File: src/sv/mfp_interrupt_priority_controller_core_macros.svh
// assertion macros shared by the interrupt controller rtl
`ifndef MFP_INTERRUPT_PRIORITY_CONTROLLER_CORE_MACROS_SVH
`define MFP_INTERRUPT_PRIORITY_CONTROLLER_CORE_MACROS_SVH

`ifndef SYNTHESIS

// same-cycle implication, reset masked
`define MFP_ASSERT_SAME(label, clk, rst, ante, cons, msg) \
   label: assert property (@(posedge clk) disable iff (rst) (ante) |-> (cons)) \
      else $error(msg);

// next-cycle implication, reset masked
`define MFP_ASSERT_NEXT(label, clk, rst, ante, cons, msg) \
   label: assert property (@(posedge clk) disable iff (rst) (ante) |=> (cons)) \
      else $error(msg);

`else

`define MFP_ASSERT_SAME(label, clk, rst, ante, cons, msg)
`define MFP_ASSERT_NEXT(label, clk, rst, ante, cons, msg)

`endif

`endif

File: src/sv/mfp_pkg.sv
// types, codes and helpers of the mfp interrupt priority controller
package mfp_pkg;

   // operation codes
   localparam logic [2:0] OP_WRITE  = 3'd0;
   localparam logic [2:0] OP_READ   = 3'd1;
   localparam logic [2:0] OP_ACK    = 3'd2;
   localparam logic [2:0] OP_TICK   = 3'd3;
   localparam logic [2:0] OP_HBLANK = 3'd4;
   localparam logic [2:0] OP_VBLANK = 3'd5;
   localparam logic [2:0] OP_LINES  = 3'd6;

   // register indexes
   localparam logic [3:0] REG_ENA   = 4'd0;
   localparam logic [3:0] REG_ENB   = 4'd1;
   localparam logic [3:0] REG_PNDA  = 4'd2;
   localparam logic [3:0] REG_PNDB  = 4'd3;
   localparam logic [3:0] REG_SVCA  = 4'd4;
   localparam logic [3:0] REG_SVCB  = 4'd5;
   localparam logic [3:0] REG_MSKA  = 4'd6;
   localparam logic [3:0] REG_MSKB  = 4'd7;
   localparam logic [3:0] REG_VEC   = 4'd8;
   localparam logic [3:0] REG_LINES = 4'd9;

   // configuration register indexes
   localparam logic CSR_HBLANK_VECTOR = 1'b0;
   localparam logic CSR_VBLANK_VECTOR = 1'b1;

   // interrupt levels
   localparam logic [2:0] LEVEL_NONE   = 3'd0;
   localparam logic [2:0] LEVEL_HBLANK = 3'd2;
   localparam logic [2:0] LEVEL_VBLANK = 3'd4;
   localparam logic [2:0] LEVEL_MFP    = 3'd6;

   // reset values
   localparam logic [7:0] HBLANK_VECTOR_RST = 8'd26;
   localparam logic [7:0] VBLANK_VECTOR_RST = 8'd28;
   localparam logic [7:0] LINES_RST         = 8'hB9;

   // event channel bits in the b byte
   localparam logic [15:0] TICK_BIT  = 16'h0020;
   localparam logic [15:0] DISK_BIT  = 16'h0080;
   localparam logic [15:0] KBD_BIT   = 16'h0040;
   localparam int          LINE_DISK = 5;
   localparam int          LINE_KBD  = 4;
   localparam int          VEC_SEI   = 3;

   // state that the priority evaluation looks at
   typedef struct packed {
      logic [15:0] enable;
      logic [15:0] pending;
      logic [15:0] service;
      logic [15:0] mask;
      logic [7:0]  lines;
      logic        hblank;
      logic        vblank;
   } mfp_state_type;

   // outcome of the priority evaluation
   typedef struct packed {
      logic [15:0] pending;
      logic [2:0]  level;
      logic [3:0]  winner;
   } mfp_eval_type;

   // highest set bit among channels 15..1, zero when none
   function automatic logic [3:0] top_channel(input logic [15:0] v);
      logic [3:0] res;
      res = 4'd0;
      for (int i = 1; i < 16; i++) begin
         if (v[i]) begin
            res = 4'(i);
         end
      end
      return res;
   endfunction

endpackage

File: src/sv/mfp_eval.sv
// priority evaluation: line-driven pends, level and winning channel
module mfp_eval (
   input  mfp_pkg::mfp_state_type st,
   output mfp_pkg::mfp_eval_type  ev
);

   logic [15:0] pend_bits;
   logic [15:0] keep;
   logic [15:0] pnd;
   logic [3:0]  req;
   logic [3:0]  svc;

   // low lines pend the disk and keyboard channels; only then do unenabled b bits drop
   always_comb begin
      pend_bits = 16'h0000;
      if (!st.lines[mfp_pkg::LINE_DISK]) begin
         pend_bits = pend_bits | mfp_pkg::DISK_BIT;
      end
      if (!st.lines[mfp_pkg::LINE_KBD]) begin
         pend_bits = pend_bits | mfp_pkg::KBD_BIT;
      end
      keep = {8'hFF, st.enable[7:0]};
      if (pend_bits != 16'h0000) begin
         pnd = (st.pending | pend_bits) & keep;
      end else begin
         pnd = st.pending;
      end
   end

   // compare highest masked request with highest in-service channel
   always_comb begin
      req = mfp_pkg::top_channel(st.mask & pnd);
      svc = mfp_pkg::top_channel(st.service);
      ev.pending = pnd;
      if (req > svc) begin
         ev.level  = mfp_pkg::LEVEL_MFP;
         ev.winner = req;
      end else begin
         ev.winner = 4'd0;
         if (st.vblank) begin
            ev.level = mfp_pkg::LEVEL_VBLANK;
         end else if (st.hblank) begin
            ev.level = mfp_pkg::LEVEL_HBLANK;
         end else begin
            ev.level = mfp_pkg::LEVEL_NONE;
         end
      end
   end

endmodule

File: src/sv/mfp_interrupt_priority_controller_core.sv
// top level of the mfp interrupt priority controller
// Sixteen-channel interrupt priority controller with hblank and vblank autovector
// sources. Each transaction (register write or read, acknowledge, timer tick,
// blank event or line update) is captured in an input register, processed by
// combinational logic that updates the controller state and evaluates the priority,
// and its result is held in an output register. One transaction is accepted every
// cycle while no response is stalled; a result is offered on the response channel
// after the input and output registers, later only while a response is stalled.
// The rate is set by the single evaluate stage between them. The two configuration
// registers hold the vectors returned on level 2 and level 4 acknowledges; the user
// must write them only while the block is idle, which the block does not enforce.
`include "mfp_interrupt_priority_controller_core_macros.svh"
module mfp_interrupt_priority_controller_core (
   input  logic       clock,
   input  logic       reset,
   input  logic       req_valid,
   output logic       req_stall,
   input  logic [2:0] req_operation,
   input  logic [3:0] req_reg_index,
   input  logic [7:0] req_write_data,
   input  logic [2:0] req_ack_level,
   input  logic [7:0] req_line_levels,
   output logic       rsp_valid,
   input  logic       rsp_stall,
   output logic [7:0] rsp_read_data,
   output logic [2:0] rsp_int_level,
   output logic [7:0] rsp_vector,
   input  logic       csr_write_enable,
   input  logic       csr_index,
   input  logic [7:0] csr_write_data
);

   // configuration
   logic [7:0]  hblank_vec_ff;
   logic [7:0]  vblank_vec_ff;

   // input register
   logic        in_valid_ff;
   logic [2:0]  in_op_ff;
   logic [3:0]  in_idx_ff;
   logic [7:0]  in_data_ff;
   logic [2:0]  in_lvl_ff;
   logic [7:0]  in_lines_ff;

   // controller state
   logic [15:0] en_ff, en_in;
   logic [15:0] pnd_ff, pnd_in;
   logic [15:0] svc_ff, svc_in;
   logic [15:0] msk_ff, msk_in;
   logic [7:0]  vec_reg_ff, vec_reg_in;
   logic [7:0]  lines_ff, lines_in;
   logic        hflag_ff, hflag_in;
   logic        vflag_ff, vflag_in;
   logic [2:0]  level_ff;
   logic [3:0]  winner_ff;

   // output register
   logic        rsp_valid_ff;
   logic [7:0]  rd_ff, rd_in;
   logic [7:0]  vec_out_ff, vec_out_in;

   logic                  advance;
   logic [15:0]           ack_bit;
   mfp_pkg::mfp_state_type mid_state;
   mfp_pkg::mfp_eval_type  ev;

   // handshake
   assign advance   = in_valid_ff && (!rsp_valid_ff || !rsp_stall);
   assign req_stall = in_valid_ff && !advance;

   // effect of the transaction on the state, before evaluation
   always_comb begin
      en_in      = en_ff;
      pnd_in     = pnd_ff;
      svc_in     = svc_ff;
      msk_in     = msk_ff;
      vec_reg_in = vec_reg_ff;
      lines_in   = lines_ff;
      hflag_in   = hflag_ff;
      vflag_in   = vflag_ff;
      rd_in      = 8'd0;
      vec_out_in = 8'd0;
      ack_bit    = 16'd1 << winner_ff;
      case (in_op_ff)
         mfp_pkg::OP_WRITE: begin
            case (in_idx_ff)
               mfp_pkg::REG_ENA: begin
                  en_in[15:8]  = in_data_ff;
                  pnd_in[15:8] = pnd_ff[15:8] & in_data_ff;
               end
               mfp_pkg::REG_ENB: begin
                  en_in[7:0]  = in_data_ff;
                  pnd_in[7:0] = pnd_ff[7:0] & in_data_ff;
               end
               mfp_pkg::REG_PNDA: pnd_in[15:8] = pnd_ff[15:8] & in_data_ff;
               mfp_pkg::REG_PNDB: pnd_in[7:0]  = pnd_ff[7:0] & in_data_ff;
               mfp_pkg::REG_SVCA: svc_in[15:8] = svc_ff[15:8] & in_data_ff;
               mfp_pkg::REG_SVCB: svc_in[7:0]  = svc_ff[7:0] & in_data_ff;
               mfp_pkg::REG_MSKA: msk_in[15:8] = in_data_ff;
               mfp_pkg::REG_MSKB: msk_in[7:0]  = in_data_ff;
               mfp_pkg::REG_VEC:  vec_reg_in   = in_data_ff;
               default: ;
            endcase
         end
         mfp_pkg::OP_READ: begin
            case (in_idx_ff)
               mfp_pkg::REG_ENA:   rd_in = en_ff[15:8];
               mfp_pkg::REG_ENB:   rd_in = en_ff[7:0];
               mfp_pkg::REG_PNDA:  rd_in = pnd_ff[15:8];
               mfp_pkg::REG_PNDB:  rd_in = pnd_ff[7:0];
               mfp_pkg::REG_SVCA:  rd_in = svc_ff[15:8];
               mfp_pkg::REG_SVCB:  rd_in = svc_ff[7:0];
               mfp_pkg::REG_MSKA:  rd_in = msk_ff[15:8];
               mfp_pkg::REG_MSKB:  rd_in = msk_ff[7:0];
               mfp_pkg::REG_VEC:   rd_in = vec_reg_ff;
               mfp_pkg::REG_LINES: rd_in = lines_ff;
               default:            rd_in = 8'hFF;
            endcase
         end
         mfp_pkg::OP_ACK: begin
            case (in_lvl_ff)
               mfp_pkg::LEVEL_MFP: begin
                  if (vec_reg_ff[mfp_pkg::VEC_SEI]) begin
                     svc_in = svc_ff | ack_bit;
                  end
                  pnd_in     = pnd_ff & ~ack_bit;
                  vec_out_in = {vec_reg_ff[7:4], winner_ff};
               end
               mfp_pkg::LEVEL_VBLANK: begin
                  vflag_in   = 1'b0;
                  vec_out_in = vblank_vec_ff;
               end
               mfp_pkg::LEVEL_HBLANK: begin
                  hflag_in   = 1'b0;
                  vec_out_in = hblank_vec_ff;
               end
               default: ;
            endcase
         end
         mfp_pkg::OP_TICK: begin
            pnd_in = (pnd_ff | mfp_pkg::TICK_BIT) & {8'hFF, en_ff[7:0]};
         end
         mfp_pkg::OP_HBLANK: hflag_in = 1'b1;
         mfp_pkg::OP_VBLANK: vflag_in = 1'b1;
         mfp_pkg::OP_LINES:  lines_in = in_lines_ff;
         default: ;
      endcase
   end

   // state seen by the priority evaluation
   always_comb begin
      mid_state.enable  = en_in;
      mid_state.pending = pnd_in;
      mid_state.service = svc_in;
      mid_state.mask    = msk_in;
      mid_state.lines   = lines_in;
      mid_state.hblank  = hflag_in;
      mid_state.vblank  = vflag_in;
   end

   mfp_eval u_eval (
      .st (mid_state),
      .ev (ev)
   );

   // configuration registers
   always_ff @(posedge clock) begin
      if (reset) begin
         hblank_vec_ff <= mfp_pkg::HBLANK_VECTOR_RST;
         vblank_vec_ff <= mfp_pkg::VBLANK_VECTOR_RST;
      end else if (csr_write_enable) begin
         case (csr_index)
            mfp_pkg::CSR_HBLANK_VECTOR: hblank_vec_ff <= csr_write_data;
            mfp_pkg::CSR_VBLANK_VECTOR: vblank_vec_ff <= csr_write_data;
            default: ;
         endcase
      end
   end

   // input register
   always_ff @(posedge clock) begin
      if (reset) begin
         in_valid_ff <= 1'b0;
      end else if (req_valid && !req_stall) begin
         in_valid_ff <= 1'b1;
      end else if (advance) begin
         in_valid_ff <= 1'b0;
      end
   end

   always_ff @(posedge clock) begin
      if (req_valid && !req_stall) begin
         in_op_ff    <= req_operation;
         in_idx_ff   <= req_reg_index;
         in_data_ff  <= req_write_data;
         in_lvl_ff   <= req_ack_level;
         in_lines_ff <= req_line_levels;
      end
   end

   // controller state
   always_ff @(posedge clock) begin
      if (reset) begin
         en_ff      <= 16'd0;
         pnd_ff     <= 16'd0;
         svc_ff     <= 16'd0;
         msk_ff     <= 16'd0;
         vec_reg_ff <= 8'd0;
         lines_ff   <= mfp_pkg::LINES_RST;
         hflag_ff   <= 1'b0;
         vflag_ff   <= 1'b0;
         level_ff   <= mfp_pkg::LEVEL_NONE;
         winner_ff  <= 4'd0;
      end else if (advance) begin
         en_ff      <= en_in;
         pnd_ff     <= ev.pending;
         svc_ff     <= svc_in;
         msk_ff     <= msk_in;
         vec_reg_ff <= vec_reg_in;
         lines_ff   <= lines_in;
         hflag_ff   <= hflag_in;
         vflag_ff   <= vflag_in;
         level_ff   <= ev.level;
         winner_ff  <= ev.winner;
      end
   end

   // output register
   always_ff @(posedge clock) begin
      if (reset) begin
         rsp_valid_ff <= 1'b0;
      end else if (advance) begin
         rsp_valid_ff <= 1'b1;
      end else if (!rsp_stall) begin
         rsp_valid_ff <= 1'b0;
      end
   end

   always_ff @(posedge clock) begin
      if (advance) begin
         rd_ff      <= rd_in;
         vec_out_ff <= vec_out_in;
      end
   end

   assign rsp_valid     = rsp_valid_ff;
   assign rsp_read_data = rd_ff;
   assign rsp_vector    = vec_out_ff;
   assign rsp_int_level = level_ff;

   // checks
   `MFP_ASSERT_SAME(a_b_pending_enabled, clock, reset, 1'b1,
      (pnd_ff[7:0] & ~en_ff[7:0]) == 8'd0, "b pending bit set while not enabled")
   `MFP_ASSERT_SAME(a_winner_level, clock, reset, 1'b1,
      (winner_ff != 4'd0) == (level_ff == mfp_pkg::LEVEL_MFP),
      "winning channel and level 6 disagree")
   `MFP_ASSERT_NEXT(a_hblank_raises, clock, reset,
      advance && in_op_ff == mfp_pkg::OP_HBLANK, level_ff != mfp_pkg::LEVEL_NONE,
      "hblank event left level at zero")
   `MFP_ASSERT_SAME(a_stall_needs_item, clock, reset, req_stall,
      in_valid_ff && rsp_valid_ff && rsp_stall, "input stalled without a held transaction")

endmodule
File: config.mk
export PLATFORM = sky130hd
export DESIGN_NAME = mfp_interrupt_priority_controller_core
export DESIGN_NICKNAME = d
export VERILOG_FILES = /design/src/sv/mfp_pkg.sv /design/src/sv/mfp_eval.sv /design/src/sv/mfp_interrupt_priority_controller_core.sv
export VERILOG_INCLUDE_DIRS = /design/src /design/src/sv
export SDC_FILE = /design/constraint.sdc
export NUM_CORES = 1
export LEC_CHECK = 0
export BUFFER_PORTS_ARGS = -buffer_cell sky130_fd_sc_hd__clkbuf_2
export CAP_MARGIN = 10
export CELL_PAD_IN_SITES_DETAIL_PLACEMENT = 0
export CELL_PAD_IN_SITES_GLOBAL_PLACEMENT = 2
export CORE_ASPECT_RATIO = 1.5
export CORE_MARGIN = 1.5
export CORE_UTILIZATION = 40
export CTS_CLUSTER_SIZE = 12
export DETAILED_ROUTE_END_ITERATION = 8
export HOLD_SLACK_MARGIN = 0.02
export PLACE_DENSITY = 0.94
export SLEW_MARGIN = 20
export SYNTH_ARGS = -nofsm -noshare
export SYNTH_HDL_FRONTEND = slang
export SYNTH_SLANG_ARGS = --single-unit
File: constraint.sdc
create_clock -name clock -period 8.5 [get_ports clock]
set_input_delay 1.7 -clock clock [delete_from_list [all_inputs] [get_ports clock]]
set_output_delay 1.7 -clock clock [all_outputs]
set_load 0.02 [all_outputs]
== Yosys cells after proc, flatten, opt, wreduce, memory -nomap -nowiden ==
Cells that the tools add are included.
Storage, ports and cells
  ROM bits: 0
  memories kept: 0
  word-level logic and storage cells: 142
  output and inout port bits: 21
  latch bits: 0
  input bits: 40
  bits in registers: 149
  RAM bits: 0
Operators by class
  shifts and indexed selects: 1
  reductions and logical operators: 21
  muxes and demuxes: 61
  magnitude comparators: 1
  div/mod/pow operators: 0
  add/sub/neg operators: 0
  bitwise gates (word level): 12
  $mul: 0
  equality and inequality tests: 22
Operator list (count)
  two-way mux 16 bit: 5
  one-hot mux 8 bit (10 select lines): 1
  two-way mux 8 bit: 9
  AND 16 bit: 4
  two-way mux 4 bit: 16
  one-hot mux 16 bit (3 select lines): 1
  AND 8 bit: 4
  one-hot mux 16 bit (2 select lines): 1
  two-way mux 3 bit: 9
  one-hot mux 8 bit (3 select lines): 1
  equality test 4 x 3 -> 1 bit (second input constant): 4
  NOT 16 bit: 1
  bitwise OR 16 bit: 1
  bitwise OR 16 x 8 -> 16 bit: 1
  nonzero test 16 bit: 1
  left shift 1 x 4 -> 16 bit (first input constant): 1
  equality test 3 bit (second input constant): 5
  two-way mux 7 bit: 2
  two-way mux 2 bit: 5
  equality test 3 x 2 -> 1 bit (second input constant): 3
  equality test 4 x 2 -> 1 bit (second input constant): 2
  equality test 4 bit (second input constant): 2
  two-way mux 1 bit: 8
  two-way mux 6 bit: 1
  17 further kinds: 30

== Logic depth before layout (Yosys ltp) ==
  word-level depth: 26
  depth in mapped cells: 18
  depth with buffers taken out: 16

== By module ==
Synthesis repeated with hierarchy kept, for this count alone.
Second synthesis, totals
  cells, all modules: 923
  area, all modules: 8186.6 µm²
By module, submodules not included
  mfp_interrupt_priority_controller_core: area each 7500.9 µm², cells an instance 817, times used 1
  mfp_eval: area each 685.7 µm², cells an instance 106, times used 1

== Worst setup path before layout ==
Ideal clock, no wire load.
  path kind: flip-flop to flip-flop
  from: register in_op_ff[1]
  to: register winner_ff[1]
  arrival: 3731 ps
  library setup time: 117 ps
  buffers on the path: 1
  data required time: 8383 ps
  slack: 4652 ps
  stages on the path, launching flop included: 17
  cell sequence: edfxtp_1 buf_6 or3_4 or4_4 a32oi_2 nand2_1 nand3_1 a311oi_1 or3b_1 a311oi_1 ha_1 nor2b_1 o21a_1 o21a_1 o21ai_0 nor2_1 a32o_1
Between the ends
  longest elaborated chain between the ends: 23
  elaborated cells on any way between the ends: 48
  those cells by class: order compare (1); eq/ne (3); mux (39); bitwise (3); reduce/logical (2)
Ends and longest elaborated chain
  from (decl): RTL line mfp_interrupt_priority_controller_core.sv:39  | logic [2:0] in_op_ff;
  from (signal assigned): RTL line mfp_interrupt_priority_controller_core.sv:193  | in_op_ff <= req_operation;
  equality test 3 bit, or another cell as far along: RTL line mfp_interrupt_priority_controller_core.sv:84  | case (in_op_ff)
  two-way mux 6 bit or one-hot mux 16 bit (3 select lines) (tied branches): RTL line mfp_interrupt_priority_controller_core.sv:84
  two-way mux 7 bit, or another cell as far along: RTL line mfp_eval.sv:19  | if (!st.lines[mfp_pkg::LINE_KBD]) begin
  nonzero test 16 bit or AND 16 bit (tied branches): RTL line mfp_eval.sv:23, mfp_eval.sv:24
  two-way mux 16 bit: RTL line mfp_eval.sv:23  | if (pend_bits != 16'h0000) begin
  AND 16 bit: RTL line mfp_eval.sv:32  | req = mfp_pkg::top_channel(st.mask & pnd);
  two-way mux 1 bit: RTL line mfp_pkg.sv:71  | if (v[i]) begin
  two-way mux 2 bit (2 in series): RTL line mfp_pkg.sv:71
  two-way mux 3 bit (4 in series): RTL line mfp_pkg.sv:71
  two-way mux 4 bit (8 in series): RTL line mfp_pkg.sv:71
  > comparator 4 bit: RTL line mfp_eval.sv:35  | if (req > svc) begin
  two-way mux 7 bit *: RTL line mfp_eval.sv:35
  to (signal assigned): RTL line mfp_interrupt_priority_controller_core.sv:224  | winner_ff <= ev.winner;
  to (decl): RTL line mfp_interrupt_priority_controller_core.sv:55  | logic [3:0] winner_ff;
Every way passes the cells marked *; elsewhere a longest branch is shown, timed or not.
A chain may end at the register's enable or synchronous reset.

== Worst setup path in the final report ==
Ends and elaborated chain as after synthesis.

==> reports/results.ini <==
[run_status]
status=completed

[placement]
port_buffers=59
gp_congestion=0.9798
dpl_worst_slack_ns=3.959
hpwlAfterDp_um=19270

[floorplan]
core_sq_um=19160
die_area_sq_um=20350
row_count=62
start_util_pct=40.68
io_pins=61
die_w_um=117.0
die_h_um=174.0

[sta]
fmax_mhz=219.6
layout_setup_ws_ns=3.946
rsz0062_at_grt=no
finClkSkew_ns=0.007985
whs_ns=0.4469
min_period_over_period_pct=53.57
worst_pin_slew_ns=0.9517
setup_viol_count_final=0
final.min_clock_period_ns=4.554
maxSlewViolCount=0
slew_headroom_pct=36.27
final_hold_viol_count=0
setup_tns_ns=0

[synthesis]
synth_fa_ha_area_share_pct=0.6422
synth_edf_count=42
synth_seq_cells=148
synth_top_area_share_pct=27.23
synth_top_family_by_area=simple AND/OR/NAND/NOR gates
synth_xor_xnor_area_share_pct=0
synth-simple-area-share_pct=22.70
netlist_area_sq_um=7794
yosysWarnings=0
synth-compound-area-share_pct=21.45
yosys-top-cells-count=nand2_1, dfxtp_1, a21oi_1
synthFlopType=dfxtp_1
synthCells=922
synth_largest_area_cell=dfxtp_1
synth_nets=966
synth_cell_types=78
synthArstFlopShare_pct=0
yosysSeqAreaShare_pct=43.41
synth_top_cells_by_area=dfxtp_1, edfxtp_1, nand2_1, a21oi_1, mux2i_1
synthMuxAreaShare_pct=7.529
synth.most_common_cell=nand2_1
syn_area_per_cell_sq_um=8.453

[clock_tree]
cts_tree=yes
root_buffer=clkbuf_16
clockBufferDepth=2
clkTransAtPathRegs_ns=0.06
cts.sinks=148
clk_latency_ns=0.44
cts-buffers-inserted=17
cts.repair.resized=0
htree_levels=4
postCtsHoldBufs=0
post_cts_buffers=0

[worst_setup_path]
crit_start=in_op_ff[1]
cpPeakStageDelay_ns=0.62
worst-r2r-setup-slack_ns=3.95
crit_required_ns=8.83
arrival_ns=4.88
endpoint_kind=flip-flop
regToRegStartpoint=in_op_ff[1]
critPathKind=flip-flop to flip-flop
critPathSlowestCell=edfxtp_1
cp-start-kind=flip-flop
cp_max_fo=18
crit_chain=or3_4 > or3_1 > o22ai_2 > nand2_1 > nand3_1 > a311oi_1 > or3b_1 > a311oi_1 > ha_1 > nor2b_1 > o21a_1 > o21a_1 > o21ai_0 > nor2_1 > a32o_1

[global_route]
antenna_found_initial=0
grt_overflow_total=0
grt_usage_pct=27.99
grt_pass1_wl_um=41700
grt_max_degree=51
grt_pass1_vias=7018

[finish]
final_nets=991
seq_area_sq_um=3383
fin_util_pct=45.81
syn_to_final_growth_pct=12.63
drive_above_1_share_pct=14.69
antenna_cells=0
multi_input_area_sq_um=4084
n_fill_cell=1965

[worst_hold_path]
min_from=in_lines_ff[0]
hold_class=flip-flop to flip-flop

[route]
drtAntennaViolNets=0
wl_um=27300
top_layer_used=met4
wl_met2_um=13140
firstDrtPassIters=5
drt-vias-per-instance=5.929
drcViolationCount=0
route.met3.wl_um=1653
vias=7210
wl_per_cell_um=22.45
initialDrtViolationCount=711
met1Wirelength_um=10760

[pwr]
seqPwrFrac_pct=47.9
intPower_mw=1.186
p_per_area_nw_per_um2=184.0
switching_share_pct=26.62
comb_power_share_pct=9.4
p_sw_mw=0.4300
p_leak_nw=3.248
power.share.clock_pct=42.7
ir_drop_mv=0.1147

[flow_run]
cap_violations=0

kinds of logic after synthesis:
family                   Yosys count
other                              1
flip-flops                       148
buffers and inverters             83
AND/OR/NAND/NOR                  374
adder cells (fa/ha/maj)            4
multiplexers                      56
AO/OA/AOI/OAI                    256
placed cells by master, fill, tap and decap left out, types with 7 or more instances in the layout:
master,n
a31oi_1,10
o21ai_0,41
edfxtp_1,42
or3_1,7
clkbuf_2,58
nand2_1,154
clkbuf_16,17
nand4_1,8
a22oi_1,16
dfxtp_1,106
nand2b_1,10
buf_4,12
mux2_2,21
nor2_1,91
nor2b_1,13
a21oi_1,92
mux2i_1,35
o22ai_1,11
nand3_1,28
a211oi_1,12
nor3_1,17
o211ai_1,8
inv_1,18
and2_1,8
stage by stage:
step | power [mW] | instances | instance area, sq um
floorplan | 0.8790 | 922 | 7794
finish | 1.616 | 1216 | 8778
CTS | 1.625 | 1216 | 8778
global placement | 0.9369 | 1184 | 8240
global route | 1.667 | 1216 | 8778
detailed placement | 0.9379 | 1184 | 8240
area by class of cell:
class	count	area share (%)
well taps	256	3.649
clock buffers	21	5.245
multi-input cells	691	46.52
clock inverters	11	0.8837
repair buffers	71	4.390
flip-flops and latches	148	38.54
inverters	18	0.7697
sequential cells by signal (all words and copies together) (netlist names), 2 cells and up, named ones only:
| signal | cells |
|---|---|
| vec_reg_ff | 8 |
| lines_ff | 8 |
| winner_ff | 4 |
| hblank_vec_ff | 8 |
| vblank_vec_ff | 8 |
| in_idx_ff | 4 |
| msk_ff | 15 |
| rsp_int_level | 2 |
| pnd_ff | 16 |
| in_lvl_ff | 3 |
| in_op_ff | 3 |
| in_lines_ff | 8 |
| rsp_read_data | 8 |
| rsp_vector | 8 |
| in_data_ff | 8 |
| svc_ff | 16 |
| en_ff | 16 |
power by group through the flow:
stage	clock (mW)	combinational (mW)	sequential, mW
floorplan	0	0.103	0.776
global placement	0	0.149	0.788
detailed placement	0	0.150	0.788
CTS	0.701	0.151	0.773
global route	0.726	0.166	0.775
finish	0.690	0.152	0.773
path summary, 6_finish.rpt:
kind / endpoint / depth (start not counted)
max: winner_ff[1] / 15
min: lines_ff[0] / 2
max reg2reg: winner_ff[1] / 15
min reg2reg: lines_ff[0] / 2
metal layers:
layer  track usage [%]  up-vias
met4             17.32        0
met2             45.18      302
met1             34.05     3424
met3             5.091       92
met5                 0        -
li1                  -     3392
worst max-delay path: cells and delay by family (launching register included):
kind,cells,cell delay [ns]
flip-flops,1,0.62
adder cells (fa/ha/maj),1,0.30
AND/OR/NAND/NOR,7,1.95
AO/OA/AOI/OAI,7,1.60
Note: power is estimated with default switching activity, not from simulation.
